$ cat config.mk
export PLATFORM = sky130hd
export DESIGN_NAME = tcw_ctrl
export DESIGN_NICKNAME = d
export VERILOG_FILES = /design/src/hdl/tcw_pkg.sv /design/src/hdl/tcw_ctrl.sv
export SDC_FILE = /design/constraint.sdc
export NUM_CORES = 1
export LEC_CHECK = 0
export ABC_AREA = 0
export ABC_CLOCK_PERIOD_IN_PS = 2500
export BUFFER_PORTS_ARGS = -buffer_cell sky130_fd_sc_hd__buf_4
export CAP_MARGIN = 20
export CORE_AREA = 2 2 39 41
export CTS_CLUSTER_DIAMETER = 120
export DETAILED_ROUTE_END_ITERATION = 6
export DIE_AREA = 0 0 41 43
export PLACE_DENSITY = 0.52
export SYNTH_ARGS = -nofsm -noshare
export SYNTH_HDL_FRONTEND = slang
export SYNTH_SLANG_ARGS = --single-unit
$ cat constraint.sdc
create_clock -name clk -period 2.5 [get_ports clk]
set_clock_uncertainty 0.2 [all_clocks]
set_input_delay 0.25 -clock clk [delete_from_list [all_inputs] [get_ports clk]]
set_output_delay 0.25 -clock clk [all_outputs]
set_load 0.02 [all_outputs]
$ cat src/hdl/tcw_pkg.sv
// ----------------------------------------------------------------------------
// Text console writer package
// Shared widths, codes and the control/status bundles between the controller
// and the datapath.
// ----------------------------------------------------------------------------
package tcw_pkg;

  localparam int DEF_COLUMNS = 80;
  localparam int DEF_ROWS    = 25;

  localparam int CMD_W     = 2;
  localparam int CODE_W    = 8;
  localparam int INDEX_W   = 11;
  localparam int COL_OUT_W = 7;
  localparam int ROW_OUT_W = 5;
  localparam int CELL_W    = 16;
  localparam int COLOR_W   = 8;
  localparam int PADDR_W   = 2;
  localparam int PDATA_W   = 32;

  localparam logic [COLOR_W-1:0] RESET_COLOR    = 8'h0F;
  localparam logic [CODE_W-1:0]  BLANK_CHAR     = 8'h20;
  localparam logic [CODE_W-1:0]  NEWLINE_CODE   = 8'h0A;
  localparam logic [CODE_W-1:0]  BACKSPACE_CODE = 8'h08;

  localparam logic [PADDR_W-1:0] ADDR_TEXT_COLOR = 2'd0;

  typedef enum logic [CMD_W-1:0] {
    CMD_PUT   = 2'd0,
    CMD_CLEAR = 2'd1,
    CMD_READ  = 2'd2
  } tcw_op_t;

  typedef enum logic [2:0] {
    ST_INIT,
    ST_IDLE,
    ST_EXEC,
    ST_SCROLL,
    ST_CLEAR,
    ST_DONE
  } tcw_state_t;

  // Commands from the controller to the datapath.
  typedef struct packed {
    logic accept;      // latch the incoming request
    logic exec;        // execute the latched request
    logic sweep_step;  // advance the memory sweep by one cell
    logic sweep_copy;  // sweep copies rows up (scroll) instead of blanking
    logic sweep_init;  // sweep blanks with the reset attribute
    logic load_rsp;    // load the result register
  } tcw_ctl_t;

  // Status from the datapath to the controller.
  typedef struct packed {
    logic op_clear;
    logic need_scroll;
    logic sweep_last;
  } tcw_sts_t;

endpackage

$ cat src/hdl/tcw_ctrl.sv
// ----------------------------------------------------------------------------
// Text console controller
// Sequences request intake, execution, memory sweeps and the result handoff.
// ----------------------------------------------------------------------------
module tcw_ctrl (
  input  logic            clk,
  input  logic            rst,
  input  logic            req_valid,
  output logic            req_stall,
  output logic            rsp_valid,
  input  logic            rsp_stall,
  input  tcw_pkg::tcw_sts_t sts,
  output tcw_pkg::tcw_ctl_t ctl
);
  import tcw_pkg::*;

  tcw_state_t state;
  tcw_state_t state_next;
  logic       rsp_free;

  assign rsp_free = !rsp_valid || !rsp_stall;

  always_ff @(posedge clk) begin
    if (rst) begin
      state <= ST_INIT;
    end else begin
      state <= state_next;
    end
  end

  always_comb begin
    state_next = state;
    case (state)
      ST_INIT: begin
        if (sts.sweep_last) state_next = ST_IDLE;
      end
      ST_IDLE: begin
        if (req_valid) state_next = ST_EXEC;
      end
      ST_EXEC: begin
        if (sts.op_clear) begin
          state_next = ST_CLEAR;
        end else if (sts.need_scroll) begin
          state_next = ST_SCROLL;
        end else begin
          state_next = ST_DONE;
        end
      end
      ST_SCROLL, ST_CLEAR: begin
        if (sts.sweep_last) state_next = ST_DONE;
      end
      ST_DONE: begin
        if (rsp_free) state_next = ST_IDLE;
      end
      default: state_next = ST_INIT;
    endcase
  end

  always_comb begin
    ctl       = '0;
    req_stall = 1'b1;
    case (state)
      ST_INIT: begin
        ctl.sweep_step = 1'b1;
        ctl.sweep_init = 1'b1;
      end
      ST_IDLE: begin
        req_stall  = 1'b0;
        ctl.accept = req_valid;
      end
      ST_EXEC: begin
        ctl.exec = 1'b1;
      end
      ST_SCROLL: begin
        ctl.sweep_step = 1'b1;
        ctl.sweep_copy = 1'b1;
      end
      ST_CLEAR: begin
        ctl.sweep_step = 1'b1;
      end
      ST_DONE: begin
        ctl.load_rsp = rsp_free;
      end
      default: ctl = '0;
    endcase
  end

  always_ff @(posedge clk) begin
    if (rst) begin
      rsp_valid <= 1'b0;
    end else if (ctl.load_rsp) begin
      rsp_valid <= 1'b1;
    end else if (!rsp_stall) begin
      rsp_valid <= 1'b0;
    end
  end

  a_load_into_free: assert property (@(posedge clk) disable iff (rst)
    ctl.load_rsp |-> !(rsp_valid && rsp_stall))
    else $error("result register loaded while a result is held");

  a_sweep_ends: assert property (@(posedge clk) disable iff (rst)
    (ctl.sweep_step && sts.sweep_last) |=> !ctl.sweep_step)
    else $error("sweep continued past the last cell");

  a_accept_exec: assert property (@(posedge clk) disable iff (rst)
    (req_valid && !req_stall) |=> (state == ST_EXEC))
    else $error("accepted request not executed");

endmodule

==> results.txt <==
Status - completed
Slew @ Worst Pin - 0.348 ns
Power, Total - 0.326 mW
Post-CTS Setup Inserts - 0
Synthesis Warnings - 0
Final Core Density - 32.0%
Via count - 312
GR Util All Layers - 9.63%
Initial Util - 22.5%
Req. time, crit path - 2.05 ns
Synth Cell Area - 312 um^2
ANT nets after route - 0
Fmax - 0.565 GHz
Hold slack - 0.0179 ns
Clock Tree Buf Depth - 2
Hold buffers post-CTS - 0
Num CTS Buffers - 3
H-tree depth - 1
# IOs - 15
Maximum VDD drop - 0.232 mV
Avg WL per Cell - 10.3 um
Resized cells post-CTS - 0
Fin crit share - 70.8%
Residual DRC count - 0
Ant. Diodes - 0
Detailed placement HPWL - 568 um
Core area - 0.00138 mm^2
RSZ-0062 raised after global routing - no
Setup Viol. Count Final - 0
Crit path max fanout - 11
Distinct cells, synth - 22
Total wire length - 723 um
Sinks on Clock Net - 4
P per Cell Area - 736 mW/mm^2
Via density - 4.46
DRT iter0 DRCs - 9
Floorplan die width - 41 um
Drt pass-1 iters - 4
Max-Cap Viols - 0
Final-report hold violation count - 0
Min cycle time layout - 1.77 ns
Worst rel slew slack - 76.8%
DIE AREA - 0.00176 mm^2
Critical Path Start Type - flip-flop
Placed Area - 420 um^2
Register area share after synthesis - 25.7%
Synth Area per Inst - 7.99 um^2
Die Y - 43 um
Arrival @ worst endpoint - 1.32 ns
Cell area after layout - 443 um^2
Num rows - 14
Yosys reg bits - 4
Layout filler cell count - 158
Clock Latency Late Sink - 0.23 ns
Final Slew Violations - 0
Hold Crit Class - in -> reg
Cells after synthesis - 39
TritonCTS clock tree - yes
Post-route setup TNS - 0 ns
Net count, final - 63
Setup Crit Path Kind - reg -> out
Clock tree root driver cell - clkbuf_4
Area grow syn2layout - 42.2%
First-pass GRT wire length - 1100 um
Grt total ovfl - 0
Share of cells above drive strength 1 - 40.7%
Largest net degree at the start of global routing - 12
Pleak - 0.198 nW
Critical Path End Type - output pin
Vias in the first global route - 275
Post-synthesis net count - 46
Port bufs - 14
Clk slew on worst S/H paths - 0.03 ns
GPL Wtd Cong - 0.689
Initial antenna violation count - 0
## placed cells by master, fill, tap and decap left out, drive strengths merged
master   count
buf         14
nor3         5
nor2         4
dfxtp        4
nand2        3
a21oi        3
nand2b       3
clkbuf       3
inv          2
nand3        2
a21o         2
nor2b        1
and3         1
o21a         1
o211a        1
a2bb2oi      1
nor3b        1
o221a        1
o211ai       1
o31ai        1
## flip-flops by register name (all words and copies together) (netlist names)
name       flops
state          3
rsp_valid      1
## synthesized netlist by cell type (all sizes together)
cell type  number  area [um^2]
and3            1         11.3
a21oi           3         15.0
a21o            2         16.3
buf             2         16.3
nand3           2         10.0
o21a            1         7.51
a2bb2oi         1         15.0
nor3            5         30.0
nand2b          3         18.8
nor3b           1         7.51
nor2b           1         13.8
o211ai          1         7.51
nor2            4         15.0
o211a           1         10.0
o31ai           1         7.51
inv             2         7.51
nand2           3         11.3
o221a           1         11.3
dfxtp           4         80.1
## layer usage
metal	part of all wire (%)	global-route usage, %
met1	53	11.9
met2	41	12.8
met3	5.7	6.28
met4	0	4.00
met5	0	0
## final cells by class
class	count	area [um^2]	area share, %
clock buffers	3	22.5	5.08
multi-input cells	31	208	46.9
flip-flops and latches	4	80.1	18.1
repair buffers	14	105	23.7
inverters	2	7.51	1.69
well taps	16	20.0	4.52
## worst max-delay path: stages, from the launching register on
cell and delay, ns:
dfxtp_1 0.52, nand2b_1 0.21, nor2_1 0.07, a21o_1 0.15, buf_4 0.15
## logic make-up (layout without fill, tap and decap cells)
family                 after synthesis  in the layout  share of synthesized area, %
flip-flops                           4              4                          25.7
AND/OR/NAND/NOR                     20             20                          37.8
buffers and inverters                4             19                          7.63
AO/OA/AOI/OAI                       11             11                          28.9
## path summary, 6_finish.rpt
| kind | start | to | slack [ns] | cells past startpoint |
|---|---|---|---|---|
| worst min register to register | rsp_valid | rsp_valid | 0.29 | 2 |
| worst min-delay path | rst | state[2] | 0.02 | 2 |
| worst max-delay path | state[2] | ctl[3] | 0.73 | 4 |
| worst max register to register | state[0] | state[2] | 1.02 | 4 |
## where the power goes
group          leakage, nW  switching [mW]  total, mW  internal, mW
clock network       0.0138          0.0251     0.0787        0.0536
registers           0.0329          0.0236     0.0978        0.0742
logic                0.151          0.0746      0.150        0.0749
total                0.198           0.123      0.326         0.203
## stage by stage
step	setup WS [ns]	instances
global route	0.637	70
detailed placement	0.988	67
finish	0.729	70
floorplan	0.888	39
global placement	0.965	67
CTS	0.726	70
Power figures use the tool's default switching activity.
